## src/sv/sorted_record_table_top_defines.svh

```systemverilog
// ----------------------------------------------------------------------------
// sorted record table assertion macros
// shared property forms for the table sequencer checks
// ----------------------------------------------------------------------------
`ifndef SORTED_RECORD_TABLE_TOP_DEFINES_SVH
`define SORTED_RECORD_TABLE_TOP_DEFINES_SVH

// same-cycle implication, sampled on clk, off during reset
`define SRT_ASSERT_NOW(lbl, ante, cons, msg) \
  lbl: assert property (@(posedge clk) disable iff (!rst_n) (ante) |-> (cons)) \
    else $error(msg);

// next-cycle implication, sampled on clk, off during reset
`define SRT_ASSERT_NEXT(lbl, ante, cons, msg) \
  lbl: assert property (@(posedge clk) disable iff (!rst_n) (ante) |=> (cons)) \
    else $error(msg);

`endif

```

## src/sv/srt_pkg.sv

```systemverilog
// ----------------------------------------------------------------------------
// srt_pkg
// sizes, record type and codes of the sorted record table
// ----------------------------------------------------------------------------
`default_nettype none

package srt_pkg;

  // table geometry
  localparam int TABLE_DEPTH = 32;
  localparam int CNT_W       = $clog2(TABLE_DEPTH + 1);
  localparam int IDX_W       = $clog2(TABLE_DEPTH);

  // field widths
  localparam int KEY_W       = 32;
  localparam int GRADE_W     = 7;
  localparam int OP_W        = 3;
  localparam int STATUS_W    = 2;
  localparam int COUNT_OUT_W = 6;

  localparam logic [GRADE_W-1:0] GRADE_MAX  = 7'd100;
  localparam logic [GRADE_W-1:0] THR_RESET  = 7'd70;

  // opcodes
  localparam logic [OP_W-1:0] OP_INSERT = 3'd0;
  localparam logic [OP_W-1:0] OP_REMOVE = 3'd1;
  localparam logic [OP_W-1:0] OP_SEARCH = 3'd2;
  localparam logic [OP_W-1:0] OP_COUNT  = 3'd3;
  localparam logic [OP_W-1:0] OP_CLEAR  = 3'd4;
  localparam logic [OP_W-1:0] OP_DUMP   = 3'd5;

  // status codes
  localparam logic [STATUS_W-1:0] ST_OK       = 2'd0;
  localparam logic [STATUS_W-1:0] ST_NOTFOUND = 2'd1;
  localparam logic [STATUS_W-1:0] ST_FULL     = 2'd2;
  localparam logic [STATUS_W-1:0] ST_EMPTY    = 2'd3;

  typedef logic [CNT_W-1:0] cnt_t;
  typedef logic [IDX_W-1:0] idx_t;

  // one stored record
  typedef struct packed {
    logic signed [KEY_W-1:0] key;
    logic [GRADE_W-1:0]      grade;
    logic                    passed;
  } rec_t;

endpackage

`default_nettype wire

```

## src/sv/srt_in_if.sv

```systemverilog
// ----------------------------------------------------------------------------
// srt_in_if
// request channel of the sorted record table: opcode, key and grade
// ----------------------------------------------------------------------------
`default_nettype none

interface srt_in_if import srt_pkg::*; ();

  logic                    valid;
  logic                    ready;
  logic [OP_W-1:0]         opcode;
  logic signed [KEY_W-1:0] key;
  logic [GRADE_W-1:0]      grade_tenths;

  modport source (output valid, output opcode, output key, output grade_tenths,
                  input ready);
  modport sink   (input valid, input opcode, input key, input grade_tenths,
                  output ready);

endinterface

`default_nettype wire

```

## src/sv/srt_out_if.sv

```systemverilog
// ----------------------------------------------------------------------------
// srt_out_if
// result channel of the sorted record table: status, record and table size
// ----------------------------------------------------------------------------
`default_nettype none

interface srt_out_if import srt_pkg::*; ();

  logic                    valid;
  logic                    ready;
  logic [STATUS_W-1:0]     status;
  logic signed [KEY_W-1:0] rec_key;
  logic [GRADE_W-1:0]      rec_grade;
  logic                    rec_passed;
  logic [COUNT_OUT_W-1:0]  entry_count;
  logic                    is_empty;
  logic                    last;

  modport source (output valid, output status, output rec_key, output rec_grade,
                  output rec_passed, output entry_count, output is_empty,
                  output last, input ready);
  modport sink   (input valid, input status, input rec_key, input rec_grade,
                  input rec_passed, input entry_count, input is_empty,
                  input last, output ready);

endinterface

`default_nettype wire

```

## src/sv/sorted_record_table_top.sv

```systemverilog
// ----------------------------------------------------------------------------
// sorted_record_table_top
// table of records kept in ascending signed key order, at most one memory walk per op
// ----------------------------------------------------------------------------
// usage
//   in_ch takes one request word (opcode, key, grade_tenths) when valid and
//   ready meet; ready is high only while the sequencer is idle.
//   out_ch gives result words from an output register; dump gives one word
//   per record in key order, every other opcode gives one word, last marks
//   the final word of a request.
//   cfg_wr_en/cfg_wr_data write the pass threshold (write only while idle).
// timing
//   one record memory with a registered read, walked one entry per cycle
//   (a dump walk waits while out_ch stalls). insert walks down from the top,
//   moving each entry at or above the insert point up one slot, then writes
//   the new record; remove/search walk up from the front to the first match,
//   and remove then moves each later entry down one slot; dump streams every
//   entry; count, clear and refused requests do no walk.
// reset and stall
//   reset empties the table and sets the threshold to 70; the memory is not
//   cleared, entries above the count are never used. a stalled receiver holds
//   the output word and the dump walk waits; a new request is taken while the
//   last result word still waits.
// ----------------------------------------------------------------------------
`default_nettype none

`include "sorted_record_table_top_defines.svh"

module sorted_record_table_top import srt_pkg::*; (
  input  wire logic          clk,
  input  wire logic          rst_n,
  srt_in_if.sink             in_ch,
  srt_out_if.source          out_ch,
  input  wire logic          cfg_wr_en,
  input  wire logic [GRADE_W-1:0] cfg_wr_data
);

  typedef enum logic [6:0] {
    S_IDLE  = 7'b0000001,
    S_START = 7'b0000010,
    S_INS   = 7'b0000100,
    S_PUT   = 7'b0001000,
    S_FIND  = 7'b0010000,
    S_SHIFT = 7'b0100000,
    S_DUMP  = 7'b1000000
  } state_t;

  // DONE is folded into a flag so the one-hot set stays small
  state_t state_r, state_nxt;
  logic   done_r, done_nxt;

  logic [OP_W-1:0]         op_r, op_nxt;
  logic signed [KEY_W-1:0] key_r, key_nxt;
  logic [GRADE_W-1:0]      grade_r, grade_nxt;
  logic                    passed_r, passed_nxt;
  logic [GRADE_W-1:0]      thr_r, thr_nxt;
  cnt_t                    count_r, count_nxt;
  cnt_t                    idx_r, idx_nxt;

  logic [STATUS_W-1:0]     res_status_r, res_status_nxt;
  rec_t                    res_rec_r, res_rec_nxt;

  logic                    out_valid_r, out_valid_nxt;
  logic [STATUS_W-1:0]     out_status_r, out_status_nxt;
  rec_t                    out_rec_r, out_rec_nxt;
  logic [COUNT_OUT_W-1:0]  out_count_r, out_count_nxt;
  logic                    out_empty_r, out_empty_nxt;
  logic                    out_last_r, out_last_nxt;

  // record memory
  rec_t mem [TABLE_DEPTH];
  rec_t rd_data_r;
  idx_t rd_addr;
  logic wr_en;
  idx_t wr_addr;
  rec_t wr_data;

  logic [GRADE_W-1:0] grade_sat;
  logic               slot_free;
  rec_t               new_rec;
  cnt_t               idx_m1, idx_m2, idx_p1, idx_p2, cnt_m1;
  logic               key_lt, key_eq;

  assign in_ch.ready        = (state_r == S_IDLE) && !done_r;
  assign out_ch.valid       = out_valid_r;
  assign out_ch.status      = out_status_r;
  assign out_ch.rec_key     = out_rec_r.key;
  assign out_ch.rec_grade   = out_rec_r.grade;
  assign out_ch.rec_passed  = out_rec_r.passed;
  assign out_ch.entry_count = out_count_r;
  assign out_ch.is_empty    = out_empty_r;
  assign out_ch.last        = out_last_r;

  assign slot_free = !out_valid_r || out_ch.ready;
  assign grade_sat = (in_ch.grade_tenths > GRADE_MAX) ? GRADE_MAX : in_ch.grade_tenths;
  assign new_rec   = '{key: key_r, grade: grade_r, passed: passed_r};
  assign idx_m1    = idx_r - cnt_t'(1);
  assign idx_m2    = idx_r - cnt_t'(2);
  assign idx_p1    = idx_r + cnt_t'(1);
  assign idx_p2    = idx_r + cnt_t'(2);
  assign cnt_m1    = count_r - cnt_t'(1);

  // shared key comparator
  assign key_lt = rd_data_r.key < key_r;
  assign key_eq = rd_data_r.key == key_r;

  // memory: at most one write, one registered read per cycle
  always_ff @(posedge clk) begin
    if (wr_en) begin
      mem[wr_addr] <= wr_data;
    end
    rd_data_r <= mem[rd_addr];
  end

  // sequencer
  always_comb begin
    state_nxt      = state_r;
    done_nxt       = done_r;
    op_nxt         = op_r;
    key_nxt        = key_r;
    grade_nxt      = grade_r;
    passed_nxt     = passed_r;
    thr_nxt        = cfg_wr_en ? cfg_wr_data : thr_r;
    count_nxt      = count_r;
    idx_nxt        = idx_r;
    res_status_nxt = res_status_r;
    res_rec_nxt    = res_rec_r;
    out_valid_nxt  = out_valid_r && !out_ch.ready;
    out_status_nxt = out_status_r;
    out_rec_nxt    = out_rec_r;
    out_count_nxt  = out_count_r;
    out_empty_nxt  = out_empty_r;
    out_last_nxt   = out_last_r;
    rd_addr        = idx_r[IDX_W-1:0];
    wr_en          = 1'b0;
    wr_addr        = idx_r[IDX_W-1:0];
    wr_data        = new_rec;

    // single result word waiting for the output register
    if (done_r) begin
      if (slot_free) begin
        out_valid_nxt  = 1'b1;
        out_status_nxt = res_status_r;
        out_rec_nxt    = res_rec_r;
        out_count_nxt  = COUNT_OUT_W'(count_r);
        out_empty_nxt  = (count_r == '0);
        out_last_nxt   = 1'b1;
        done_nxt       = 1'b0;
        state_nxt      = S_IDLE;
      end
    end else begin
      unique case (state_r)
        S_IDLE: begin
          if (in_ch.valid) begin
            op_nxt     = in_ch.opcode;
            key_nxt    = in_ch.key;
            grade_nxt  = grade_sat;
            passed_nxt = (grade_sat >= thr_r);
            state_nxt  = S_START;
          end
        end

        S_START: begin
          res_status_nxt = ST_OK;
          res_rec_nxt    = '0;
          idx_nxt        = '0;
          rd_addr        = '0;
          case (op_r)
            OP_INSERT: begin
              if (count_r >= cnt_t'(TABLE_DEPTH)) begin
                res_status_nxt = ST_FULL;
                done_nxt       = 1'b1;
              end else if (count_r == '0) begin
                state_nxt = S_PUT;
              end else begin
                rd_addr   = cnt_m1[IDX_W-1:0];
                idx_nxt   = count_r;
                state_nxt = S_INS;
              end
            end
            OP_REMOVE, OP_SEARCH: begin
              if (count_r == '0) begin
                res_status_nxt = ST_EMPTY;
                done_nxt       = 1'b1;
              end else begin
                state_nxt = S_FIND;
              end
            end
            OP_CLEAR: begin
              count_nxt = '0;
              done_nxt  = 1'b1;
            end
            OP_DUMP: begin
              if (count_r == '0) begin
                res_status_nxt = ST_EMPTY;
                done_nxt       = 1'b1;
              end else begin
                state_nxt = S_DUMP;
              end
            end
            default: begin
              done_nxt = 1'b1;
            end
          endcase
        end

        // walk down from the top, moving larger-or-equal keys up one slot
        S_INS: begin
          if (!key_lt) begin
            wr_en   = 1'b1;
            wr_data = rd_data_r;
            idx_nxt = idx_m1;
            rd_addr = idx_m2[IDX_W-1:0];
            if (idx_r == cnt_t'(1)) begin
              state_nxt = S_PUT;
            end
          end else begin
            state_nxt = S_PUT;
          end
        end

        // drop the new record into the opened slot
        S_PUT: begin
          wr_en          = 1'b1;
          wr_data        = new_rec;
          count_nxt      = count_r + cnt_t'(1);
          res_status_nxt = ST_OK;
          res_rec_nxt    = new_rec;
          done_nxt       = 1'b1;
        end

        // walk up for the first matching key
        S_FIND: begin
          if (key_eq) begin
            res_status_nxt = ST_OK;
            res_rec_nxt    = '{key: key_r, grade: rd_data_r.grade,
                               passed: rd_data_r.passed};
            if (op_r == OP_SEARCH) begin
              done_nxt = 1'b1;
            end else if (idx_p1 < count_r) begin
              rd_addr   = idx_p1[IDX_W-1:0];
              state_nxt = S_SHIFT;
            end else begin
              count_nxt = cnt_m1;
              done_nxt  = 1'b1;
            end
          end else if (idx_p1 < count_r) begin
            rd_addr = idx_p1[IDX_W-1:0];
            idx_nxt = idx_p1;
          end else begin
            res_status_nxt = ST_NOTFOUND;
            done_nxt       = 1'b1;
          end
        end

        // close the gap, one record down per cycle
        S_SHIFT: begin
          wr_en   = 1'b1;
          wr_data = rd_data_r;
          idx_nxt = idx_p1;
          rd_addr = idx_m2[IDX_W-1:0];
          if (idx_p1 < cnt_m1) begin
            rd_addr = idx_p2[IDX_W-1:0];
          end else begin
            count_nxt = cnt_m1;
            done_nxt  = 1'b1;
          end
        end

        // stream every record, re-read the same entry while stalled
        S_DUMP: begin
          if (slot_free) begin
            out_valid_nxt  = 1'b1;
            out_status_nxt = ST_OK;
            out_rec_nxt    = rd_data_r;
            out_count_nxt  = COUNT_OUT_W'(count_r);
            out_empty_nxt  = 1'b0;
            out_last_nxt   = (idx_p1 == count_r);
            idx_nxt        = idx_p1;
            rd_addr        = idx_p1[IDX_W-1:0];
            if (idx_p1 == count_r) begin
              state_nxt = S_IDLE;
            end
          end
        end

        default: begin
          state_nxt = S_IDLE;
        end
      endcase
    end
  end

  // registers
  always_ff @(posedge clk) begin
    if (!rst_n) begin
      state_r     <= S_IDLE;
      done_r      <= 1'b0;
      thr_r       <= THR_RESET;
      count_r     <= '0;
      out_valid_r <= 1'b0;
    end else begin
      state_r     <= state_nxt;
      done_r      <= done_nxt;
      thr_r       <= thr_nxt;
      count_r     <= count_nxt;
      out_valid_r <= out_valid_nxt;
    end
    op_r         <= op_nxt;
    key_r        <= key_nxt;
    grade_r      <= grade_nxt;
    passed_r     <= passed_nxt;
    idx_r        <= idx_nxt;
    res_status_r <= res_status_nxt;
    res_rec_r    <= res_rec_nxt;
    out_status_r <= out_status_nxt;
    out_rec_r    <= out_rec_nxt;
    out_count_r  <= out_count_nxt;
    out_empty_r  <= out_empty_nxt;
    out_last_r   <= out_last_nxt;
  end

  // checks
  `SRT_ASSERT_NOW(a_count_bound, 1'b1, count_r <= cnt_t'(TABLE_DEPTH), "count above depth")
  `SRT_ASSERT_NOW(a_mid_word_dump, out_valid_r && !out_last_r, state_r == S_DUMP, "non-last word outside dump")
  `SRT_ASSERT_NEXT(a_put_grows, state_r == S_PUT && !done_r, count_r == $past(count_r) + cnt_t'(1), "insert did not grow count")
  `SRT_ASSERT_NEXT(a_accept_starts, in_ch.valid && in_ch.ready, state_r == S_START, "accepted word not started")

endmodule

`default_nettype wire

```

## src/flat_wrapper.sv

```systemverilog
// flat-port wrapper written by rule: the top's interface ports become plain ports
module sorted_record_table_top_flat import srt_pkg::*;
  (clk, rst_n, cfg_wr_en, cfg_wr_data, in_ch_valid, in_ch_opcode, in_ch_key, in_ch_grade_tenths, in_ch_ready, out_ch_valid, out_ch_status, out_ch_rec_key, out_ch_rec_grade, out_ch_rec_passed, out_ch_entry_count, out_ch_is_empty, out_ch_last, out_ch_ready);
  srt_in_if in_ch_i ();
  srt_out_if out_ch_i ();
  input  wire logic clk;
  input  wire logic rst_n;
  input  wire logic cfg_wr_en;
  input  wire logic [GRADE_W-1:0] cfg_wr_data;
  input wire logic [$bits(in_ch_i.valid)-1:0] in_ch_valid;
  input wire logic [$bits(in_ch_i.opcode)-1:0] in_ch_opcode;
  input wire logic [$bits(in_ch_i.key)-1:0] in_ch_key;
  input wire logic [$bits(in_ch_i.grade_tenths)-1:0] in_ch_grade_tenths;
  output wire logic [$bits(in_ch_i.ready)-1:0] in_ch_ready;
  output wire logic [$bits(out_ch_i.valid)-1:0] out_ch_valid;
  output wire logic [$bits(out_ch_i.status)-1:0] out_ch_status;
  output wire logic [$bits(out_ch_i.rec_key)-1:0] out_ch_rec_key;
  output wire logic [$bits(out_ch_i.rec_grade)-1:0] out_ch_rec_grade;
  output wire logic [$bits(out_ch_i.rec_passed)-1:0] out_ch_rec_passed;
  output wire logic [$bits(out_ch_i.entry_count)-1:0] out_ch_entry_count;
  output wire logic [$bits(out_ch_i.is_empty)-1:0] out_ch_is_empty;
  output wire logic [$bits(out_ch_i.last)-1:0] out_ch_last;
  input wire logic [$bits(out_ch_i.ready)-1:0] out_ch_ready;
  assign in_ch_i.valid = in_ch_valid;
  assign in_ch_i.opcode = in_ch_opcode;
  assign in_ch_i.key = in_ch_key;
  assign in_ch_i.grade_tenths = in_ch_grade_tenths;
  assign in_ch_ready = in_ch_i.ready;
  assign out_ch_valid = out_ch_i.valid;
  assign out_ch_status = out_ch_i.status;
  assign out_ch_rec_key = out_ch_i.rec_key;
  assign out_ch_rec_grade = out_ch_i.rec_grade;
  assign out_ch_rec_passed = out_ch_i.rec_passed;
  assign out_ch_entry_count = out_ch_i.entry_count;
  assign out_ch_is_empty = out_ch_i.is_empty;
  assign out_ch_last = out_ch_i.last;
  assign out_ch_i.ready = out_ch_ready;
  sorted_record_table_top u_core (.clk(clk), .rst_n(rst_n), .in_ch(in_ch_i), .out_ch(out_ch_i), .cfg_wr_en(cfg_wr_en), .cfg_wr_data(cfg_wr_data));
endmodule
```

## config.mk

```make
export PLATFORM = sky130hd
export DESIGN_NAME = sorted_record_table_top_flat
export DESIGN_NICKNAME = d
export VERILOG_FILES = /design/src/sv/srt_pkg.sv /design/src/sv/srt_in_if.sv /design/src/sv/srt_out_if.sv /design/src/sv/sorted_record_table_top.sv /design/src/flat_wrapper.sv
export VERILOG_INCLUDE_DIRS = /design/src /design/src/sv
export SDC_FILE = /design/constraint.sdc
export NUM_CORES = 2
export LEC_CHECK = 0
export ABC_AREA = 1
export BUFFER_PORTS_ARGS = -buffer_cell sky130_fd_sc_hd__buf_2
export CORE_AREA = 2 2 313 470
export DETAILED_ROUTE_END_ITERATION = 6
export DIE_AREA = 0 0 315 472
export GPL_TIMING_DRIVEN = 1
export PLACE_DENSITY = 0.6
export SLEW_MARGIN = 20
export SYNTH_ARGS = -nofsm -noshare
export SYNTH_HDL_FRONTEND = slang
export SYNTH_SLANG_ARGS = --single-unit
```

## constraint.sdc

```tcl
create_clock -name clk -period 4.7 [get_ports clk]
set_clock_uncertainty 0.05 [all_clocks]
set_input_delay 0.47 -clock clk [delete_from_list [all_inputs] [get_ports clk]]
set_output_delay 0.47 -clock clk [all_outputs]
set_load 0.02 [all_outputs]
```

==> impl_metrics.tcl <==
set metrics [dict create \
    status "finished, final reports clean" \
    critical-path-top-delay-family "simple AND/OR/NAND/NOR gates" \
    holdCritPathClass "primary input to flop" \
    cts_buffers 136 \
    antenna_found_initial 5 \
    cts_buffer_depth 3 \
    grt_pass1_vias 44800 \
    drt-vias-per-instance 5.60 \
    synth-seq-cells 1483 \
    tightest_slew_ns 1.05 \
    synth_top_area_frac 0.658 \
    die-area_mm2 0.149 \
    wl_per_cell_um 23.7 \
    grt_max_degree 133 \
    cp-end-kind "flop" \
    fmax_ghz 0.230 \
    postRouteAntennaNets 0 \
    whs_path_depth 3 \
    async_reset_ff_frac 0 \
    period_needed_ns 4.35 \
    detail_route.iter0.violations 4771 \
    worst-setup-path-type "flop to flop" \
    cap_violations 0 \
    seq_area_frac_synth 0.677 \
    rows 171 \
    areaGrowthSynthToFinish_pct 14.3 \
    slowest_stage "edfxtp_1" \
    core_area_mm2 0.144 \
    htree_num_levels 4 \
    ir_drop_uv 471 \
    place.gp.congestion 0.911 \
    synth.avg_cell_area_um2 10.5 \
    start_util 0.449 \
    yosysMostFrequentCell "nand2_1" \
    yosys-top-cells-area "edfxtp_1 66%, nand2_1 13%, nand3_1 9.2%" \
    synth.distinct_cells 47 \
    dpl_worst_slack_ns 0.348 \
    synthFlopType "edfxtp_1" \
    reg2reg_depth 25 \
    syn_area_mm2 0.0649 \
    placed_cell_area_mm2 0.0691 \
    clockRootBuffer "clkbuf_16" \
    seqCellArea_mm2 0.0439 \
    grt_first_pass_wirelength_um 290000 \
    hpwl_um 110000 \
    clk_latency_ns 0.78 \
    wl_um 197000 \
    max_stage_delay_ns 0.43 \
    critPathBufInv 5 \
    nNetsFinal 6417 \
    dieWidth_um 315 \
    num_vias 46600 \
    required_ns 5.31 \
    path_common_cell "nand2_1" \
    crit_fanout 38 \
    die_height_um 472 \
    min_period_over_period 0.926 \
    drv_slew 0 \
    clk_pin_slew_ns 0.07 \
    setup_viol 0 \
    multi_input_area_mm2 0.0183 \
    final_core_util 0.513 \
    cts_tree "done" \
    layout_setup_ws_ns 0.347 \
    slew_headroom 0.303 \
    netlist_top_cells_count "2162 x nand2_1, 1421 x edfxtp_1, 1193 x nand3_1" \
    stdcell_area_mm2 0.0742 \
    powerDensity_mw_per_mm2 649 \
    worstSetupPathDepth 25 \
    hold_viol_final 0 \
    synth.largest_area_cell "edfxtp_1" \
    fill_cells 12500 \
    place.port_buffers 105 \
    power_leakage_nw 29.6 \
    crit_path_start_kind "flop" \
    yosys_warnings 0 \
    grt_overflow_total 0 \
    synth-edff-count 1421 \
    fin_tns_setup_ns 0 \
    drc_errors 0 \
    first_pass_iters 6 \
    clock_sinks 1483 \
    synthCells 6164 \
    final_layout_size_suffix_gt1_frac 0.101 \
    syn-num-nets 6281 \
    io-pin-count 106 \
    grt_setup_unrepaired "no" \
    cp.arrival_ns 4.96 \
    grt_util_all_layers 0.263 \
]
-- layout by cell type, fill, tap and decap left out, types with 46 or more instances in the layout --
cell,count
inv_1,332
edfxtp_1,1421
buf_2,105
ha_1,63
buf_12,70
dfxtp_1,61
o21ai_0,49
nand3b_1,46
o21ai_1,115
nand3_1,1193
nor2_1,103
buf_4,160
dlygate4sd3_1,56
clkbuf_16,143
nand2_1,2159
-- cell type report --
cell class	count	area share
clock buffers	184	0.0514
flip-flops and latches	1483	0.592
inverters	342	0.0174
repair buffers	394	0.0504
well taps	1903	0.0321
diodes	1	0.0000337
clock inverters	66	0.00928
multi-input cells	3943	0.247
-- logic make-up after synthesis --
kind of cell             count (synthesis)  share of synthesized area
XOR/XNOR                                13                    0.00176
flip-flops                            1483                      0.677
buffers and inverters                  738                     0.0497
AO/OA/AOI/OAI                          291                     0.0249
adder cells (fa/ha/maj)                 63                     0.0122
AND/OR/NAND/NOR                       3576                      0.235
-- metal layers --
metal / routed length [um] / vias to the layer above / track usage
li1: - / 21400 / -
met1: 78400 / 22800 / 0.343
met2: 96400 / 2106 / 0.441
met3: 15100 / 394 / 0.0389
met4: 7560 / 0 / 0.102
met5: 0 / - / 0
-- timing repair --
| item | in CTS | in global routing |
|---|---|---|
| hold endpoints to repair | 52 | 0 |
| hold buffers | 56 | 0 |
| resized for setup | 0 | 4 |
| endpoints found under the setup margin | 0 | 6 |
| setup buffers | 0 | 0 |
-- tightest hold or removal path, delay by kind of cell --
kind / cells / cell delay, ns
AND/OR/NAND/NOR: 1 / 0.08
buffers and inverters: 2 / 0.18
-- power breakdown --
part	total [W]	switching [W]	internal, W
clock network	0.0113	0.00490	0.00638
registers	0.0180	0.000613	0.0174
logic	0.0188	0.0133	0.00546
-- registers in the layout, indices dropped and copies added (netlist names) --
name / flops
u_core.mem: 1280
u_core.rd_data_r: 40
u_core.res_rec_r: 40
u_core.key_r: 32
u_core.out_ch.rec_key: 32
u_core.grade_r: 7
u_core.out_ch.rec_grade: 7
u_core.state_r: 7
u_core.thr_r: 7
u_core.count_r: 6
u_core.idx_r: 6
u_core.out_ch.entry_count: 6
u_core.op_r: 3
u_core.out_ch.status: 2
u_core.res_status_r: 2
u_core.done_r: 1
u_core.out_ch.is_empty: 1
u_core.out_ch.last: 1
u_core.out_ch.rec_passed: 1
u_core.out_ch.valid: 1
u_core.passed_r: 1
-- metrics by stage --
step           hold WS, ns  power, W  std cells
2_1_floorplan        0.353    0.0300       6164
3_3_place_gp         0.406    0.0367       8009
3_5_place_dp         0.416    0.0369       8009
4_1_cts             0.0188    0.0481       8315
5_1_grt             0.0612    0.0506       8316
6_report            0.0802    0.0481       8316
-- worst paths after layout --
| check | from | to | slack (ns) |
|---|---|---|---|
| min reg2reg | u_core.thr_r[5] | u_core.thr_r[5] | 0.42 |
| min | in_ch_grade_tenths[4] | u_core.grade_r[4] | 0.08 |
| max reg2reg | u_core.idx_r[1] | u_core.rd_data_r[29] | 0.35 |
| max | u_core.idx_r[1] | u_core.rd_data_r[29] | 0.35 |
(Power assumes the default switching activity.)
